File: config.mk
export PLATFORM = sky130hd
export DESIGN_NAME = sbds_pre_table
export DESIGN_NICKNAME = d
export VERILOG_FILES = /design/src/rtl/core/sbds_pkg.sv /design/src/rtl/core/sbds_pre_table.sv
export SDC_FILE = /design/constraint.sdc
export NUM_CORES = 2
export LEC_CHECK = 0
export ABC_AREA = 0
export BUFFER_PORTS_ARGS = -buffer_cell sky130_fd_sc_hd__clkbuf_2
export CELL_PAD_IN_SITES_DETAIL_PLACEMENT = 0
export CELL_PAD_IN_SITES_GLOBAL_PLACEMENT = 2
export CORE_ASPECT_RATIO = 1.25
export CORE_MARGIN = 10
export CORE_UTILIZATION = 42
export DETAILED_ROUTE_END_ITERATION = 8
export MAX_ROUTING_LAYER = met4
export PLACE_DENSITY = 0.85
export SLEW_MARGIN = 20
export SYNTH_ARGS = -nofsm -noshare
export SYNTH_HDL_FRONTEND = slang
export SYNTH_SLANG_ARGS = --single-unit
File: constraint.sdc
create_clock -name clk -period 9.1 [get_ports clk]
set_clock_uncertainty 0.1 [all_clocks]
set_input_delay 1.365 -clock clk [delete_from_list [all_inputs] [get_ports clk]]
set_output_delay 1.365 -clock clk [all_outputs]
set_load 0.02 [all_outputs]
File: src/rtl/core/sbds_pkg.sv
// Shared types and constants for the serial clock divisor search block.
// Depends on nothing; every other file of the block imports it.
`timescale 1ns / 1ps
`default_nettype none

package sbds_pkg;

  localparam int HZ_W        = 32;
  localparam int PRE_N       = 8;
  localparam int RATE_N      = 9;
  localparam int PRE_W       = 3;
  localparam int RSEL_W      = 4;
  localparam int RATE_VAL_W  = HZ_W - 1;

  localparam logic [HZ_W-1:0] BUS_CLOCK_RESET = 32'd24000000;

  // Prescaled bus clock for each prescaler choice.
  typedef logic [PRE_N-1:0][HZ_W-1:0] pre_arr_t;

  // One candidate setting on its way through the selection tree.
  typedef struct packed {
    logic                  fit;
    logic [RATE_VAL_W-1:0] rate;
    logic [PRE_W-1:0]      psel;
    logic [RSEL_W-1:0]     rsel;
  } cand_t;

  // Status of the prescaler table toward the search pipeline.
  typedef struct packed {
    logic     busy;
    pre_arr_t pre;
  } pre_stat_t;

endpackage

`default_nettype wire

File: src/rtl/core/sbds_pre_table.sv
// Prescaler table: divides the bus clock by 1 to 8 with shifts and reciprocal
// multiplication. Depends on sbds_pkg; instantiated by the top level.
`timescale 1ns / 1ps
`default_nettype none

module sbds_pre_table import sbds_pkg::*; (
  input  wire logic            clk,
  input  wire logic            rst_n,
  input  wire logic            cfg_we,
  input  wire logic [HZ_W-1:0] cfg_wdata,
  output pre_stat_t            stat
);

  // Rounded-up reciprocals; each gives the exact floor for any 32-bit dividend.
  localparam logic [HZ_W-1:0] RECIP3 = 32'hAAAA_AAAB;
  localparam logic [HZ_W-1:0] RECIP5 = 32'hCCCC_CCCD;
  localparam logic [HZ_W:0]   RECIP7 = 33'h1_2492_4925;

  logic [HZ_W-1:0]   src_r;
  logic              busy_r;
  pre_arr_t          quo_r;
  pre_arr_t          quo_nxt;
  logic [2*HZ_W-1:0] prod3;
  logic [2*HZ_W-1:0] prod5;
  logic [2*HZ_W:0]   prod7;

  assign prod3 = (2*HZ_W)'(src_r) * (2*HZ_W)'(RECIP3);
  assign prod5 = (2*HZ_W)'(src_r) * (2*HZ_W)'(RECIP5);
  assign prod7 = (2*HZ_W+1)'(src_r) * (2*HZ_W+1)'(RECIP7);

  // Division by 6 halves the quotient by 3, which gives the same floor.
  always_comb begin
    quo_nxt[0] = src_r;
    quo_nxt[1] = src_r >> 1;
    quo_nxt[2] = HZ_W'(prod3[2*HZ_W-1:HZ_W+1]);
    quo_nxt[3] = src_r >> 2;
    quo_nxt[4] = HZ_W'(prod5[2*HZ_W-1:HZ_W+2]);
    quo_nxt[5] = HZ_W'(prod3[2*HZ_W-1:HZ_W+2]);
    quo_nxt[6] = HZ_W'(prod7[2*HZ_W:HZ_W+3]);
    quo_nxt[7] = src_r >> 3;
  end

  always_ff @(posedge clk) begin
    if (!rst_n) begin
      src_r  <= BUS_CLOCK_RESET;
      busy_r <= 1'b1;
    end else if (cfg_we) begin
      src_r  <= cfg_wdata;
      busy_r <= 1'b1;
    end else begin
      busy_r <= 1'b0;
    end
    quo_r <= quo_nxt;
  end

  assign stat.busy = busy_r;
  assign stat.pre  = quo_r;

endmodule

`default_nettype wire

# Word level (Yosys, flattened, before mapping)

Index checks and enable logic that the tools add are counted.

$mul: 3
Mux-type cells: 1

Operators with widths:

| cell                                                                   | number |
|---|---|
| 32-bit by 32-bit multiplier with 64-bit output (second input constant) | 2 |
| 32-bit by 33-bit multiplier with 65-bit output (second input constant) | 1 |
| 1-bit two-way mux                                                      | 1 |

Bits in registers: 276
Input port bits: 35
Logic and storage cells: 14

# Longest topological paths before layout

Depth in word-level cells: 1
Depth in mapped cells: 26
Mapped depth without buffers: 26

# Worst setup path after synthesis

Ideal clock, no wire load.

Kind: register to register
Start: register src_r[8]
End: register quo_r (netlist bit stat[183])
Library setup time: 0.122 ns
Data arrival time: 6.863 ns
Required time: 8.878 ns
Slack: 2.015 ns
Cell stages (with the launch flop): 24
Path buffers: 0
Period minus slack after synthesis: 7.085 ns
Path through: dfxtp_1 -> ha_1 -> xor2_1 -> ha_1 -> a21oi_1 -> fa_1 -> fa_1 -> inv_1 -> fa_1 -> fa_1 -> fa_1 -> inv_1 -> fa_1 -> inv_1 -> ha_1 -> a21oi_2 -> nand2_2 -> a2111oi_4 -> nand4_1 -> a21oi_4 -> a211oi_4 -> a41oi_1 -> nor3_1 -> a311o_1

Word-level cells in the longest chain between the ends: 1

RTL lines:

| item                                           | RTL line             | text |
|---|---|---|
| from (decl)                                    | sbds_pre_table.sv:19 | `logic [HZ_W-1:0] src_r;` |
| from (signal assigned)                         | sbds_pre_table.sv:48 | `src_r <= cfg_wdata;` |
| 32-bit by 32-bit multiplier with 64-bit output | sbds_pre_table.sv:27 | `assign prod3 = (2*HZ_W)'(src_r) * (2*HZ_W)'(RECIP3);` |
| named net prod3[57]                            | sbds_pre_table.sv:23 | `logic [2*HZ_W-1:0] prod3;` |
| to (signal assigned)                           | sbds_pre_table.sv:53 | `quo_r <= quo_nxt;` |
| to (decl)                                      | sbds_pre_table.sv:21 | `pre_arr_t quo_r;` |

The timed path passes the listed nets, and every way through them passes these cells.
A chain may end at the register's enable or synchronous reset.

# Worst setup path after layout

Start: register src_r[4]
End: register quo_r (netlist bit stat[183])

Same word-level chain as after synthesis.

==> reports/results.tsv <==
metric	value	unit
synthMuxAreaShare	0.574	%
place_area	0.0499	mm^2
synth_edf_count	0	
holdCritStartpoint	src_r[26]$_SDFFE_PN0P_	
finalMaxSlewViolations	0	
die_w	320	um
min_period	8.27	ns
yosys.area_share.adder	64.4	%
yosysSeqAreaShare	6.60	%
synth_warnings	0	
initial_core_util	42.3	%
clk_transition_reported_paths	0.08	ns
grt_use_total	25.7	%
final_area	0.0505	mm^2
portBuffers	278	
synth.distinct_cells	85	
hold_end	stat[26]$_DFF_P_	
drive_above_1_share	8.53	%
core	0.112	mm^2
dp_cells	6339	
place.gp.congestion	1.02	
synthTopCellsByCount	inv_1, ha_1, fa_1	
synth_compound_area_share	7.42	%
rr_startpoint	src_r[4]$_SDFFE_PN0P_	
synthSimpleGateAreaFrac	4.91	%
worstSetupPathType	reg2reg	
rr_worst_depth	23	
antenna_found_initial	2	
holdWs	0.359	ns
slew_headroom	35.4	%
tightest_slew	0.956	ns
drc	0	
cp.arrival	8.60	ns
synth_xor_area_share	3.37	%
cts_max_level	4	
post-synth-top-count-cell	inv_1	
hold_viol_final	0	
grt_pass1_vias	36200	
yosysTopAreaCell	fa_1	
async_flop_share	0	%
ctsHoldBuffers	0	
cp_data_required_time	9.43	ns
synth-main-ff-cell	dfxtp_1	
num-nets-final	6817	
finalCritPeriodShare	90.8	%
fp-row-count	137	
via_per_inst	5.13	
cts_buffers	17	
setup_viol	0	
grt_max_degree	41	
setup_tns	0	ns
hp-class	reg2reg	
synthCells	4701	
firstDrtPassIters	5	
grt_pass1_wl	232000	um
cts_post_setup_buffers_inserted	0	
yosys_register_bits	156	
cp_max_fo	8	
dp_hpwl	141000	um
cts_tree	yes	
cp-end-kind	flip-flop	
status	completed	
dieArea	0.127	mm^2
crit_path_start_kind	flip-flop	
wl_per_cell	24.3	um
syn_avg_cell_area	10.1	um^2
syn_area	0.0473	mm^2
cts-resized-gates	0	
area_growth	6.74	%
fin_cells	6373	
final_antenna_net_count	0	
register_area	0.00312	mm^2
max_freq	121	MHz
multi_input_area	0.0382	mm^2
route.vias.total	32700	
rsz0062_at_grt	no	
die-height	395	um
grt.overflow.total	0	
nFillCells	11000	
clock-root-buffer	clkbuf_16	
cts.path.max_buffers	2	
hold_depth	0	
clock-sinks	156	
cap_viol_max_count	0	
wl	155000	um
r2r_setup_slack	0.83	ns
r2r_end	stat[183]$_DFF_P_	
clock_latency	0.56	ns
synth_top_family_by_area	adder cells	
io_pins	292	
synth_top_cell_area_share	38.9	%
drtIter0Drc	1580	
synth_area_leaders	fa_1, ha_1, inv_1	
==> layout make-up <==
class | instances | share of cell area [%]
multi-input cells | 3087 | 75.7
clock buffers | 17 | 0.842
diodes | 2 | 0.00991
well taps | 1459 | 3.61
flip-flops and latches | 156 | 6.18
repair buffers | 341 | 3.72
clock inverters | 15 | 0.344
inverters | 1296 | 9.63
==> placed cells by master, fill, tap and decap left out, drive strengths merged, types with 5 or more instances in the layout <==
master      n
inv      1307
ha        964
fa        919
clkbuf    295
a21oi     192
dfxtp     156
nand2     137
xnor2      92
a21o       92
xor2       90
o21ai      76
nor2       73
buf        63
nand3      51
nor2b      35
and2       32
nand4      30
nand2b     26
o21bai     26
mux2i      26
o211ai     23
and3       22
nor3       18
a31oi      16
a211oi     14
conb       13
o21a       10
a221o       8
or2         7
nor4        7
a221oi      6
o221ai      6
a21boi      5
a2111oi     5
and4        5
a311oi      5
a31o        5
==> state kept, by name, indices dropped and copies added, names as in the netlist <==
name and count:
stat 123, src_r 32, busy_r 1
==> worst max path at each step <==
stage | slack (ns) | startpoint | cells after the start | endpoint
floorplan | 2.02 | src_r[8]$_SDFFE_PN0P_ | 23 | stat[183]$_DFF_P_
global placement | 0.96 | src_r[20]$_SDFFE_PN0P_ | 24 | stat[185]$_DFF_P_
detailed placement | 0.89 | src_r[20]$_SDFFE_PN0P_ | 24 | stat[185]$_DFF_P_
CTS | 0.85 | src_r[20]$_SDFFE_PN0P_ | 24 | stat[185]$_DFF_P_
global route | 0.50 | src_r[4]$_SDFFE_PN0P_ | 24 | stat[182]$_DFF_P_
finish | 0.83 | src_r[4]$_SDFFE_PN0P_ | 23 | stat[183]$_DFF_P_
==> per-layer routing <==
metal | part of all wire, % | vias up | routed length, um | track usage (%)
met2 | 50 | 844 | 76800 | 43.2
met4 | 4.5 | 0 | 7040 | 10.5
li1 | - | 15000 | - | -
met5 | 0 | - | 0 | -
met1 | 42 | 16700 | 64900 | 31.0
met3 | 4.1 | 210 | 6340 | 3.36
==> cell families after synthesis <==
logic type | count (synthesis)
buffers and inverters | 1470
AND/OR/NAND/NOR | 459
multiplexers | 27
adder cells (fa/ha/maj) | 1883
flip-flops | 156
AO/OA/AOI/OAI | 523
XOR/XNOR | 182
other | 1
==> critical path, cell delays in order, from the launching register on <==
cell and delay (ns):
dfxtp_1 0.63, ha_1 0.37, xor2_1 0.67, ha_1 0.29, or2_2 0.16, inv_1 0.08, fa_1 0.49, fa_1 0.49
inv_1 0.05, fa_1 0.49, inv_1 0.05, fa_1 0.54, inv_1 0.05, fa_1 0.49, fa_1 0.42, ha_1 0.34
o21a_1 0.13, o311ai_0 0.73, a21oi_1 0.23, a21oi_4 0.30, a211oi_4 0.20, a41oi_1 0.45, nor3_1 0.11, a311o_1 0.29
==> metrics by stage <==
stage | setup WS (ns) | utilization [%]
3_5_place_dp | 0.889 | 44.6
6_report | 0.833 | 45.2
2_1_floorplan | 2.02 | -
5_1_grt | 0.501 | 45.2
4_1_cts | 0.850 | 45.2
3_3_place_gp | 0.958 | 44.6
Power is not shown: default switching activity piles up to over one toggle a cycle in this logic, so the estimate is an artifact.
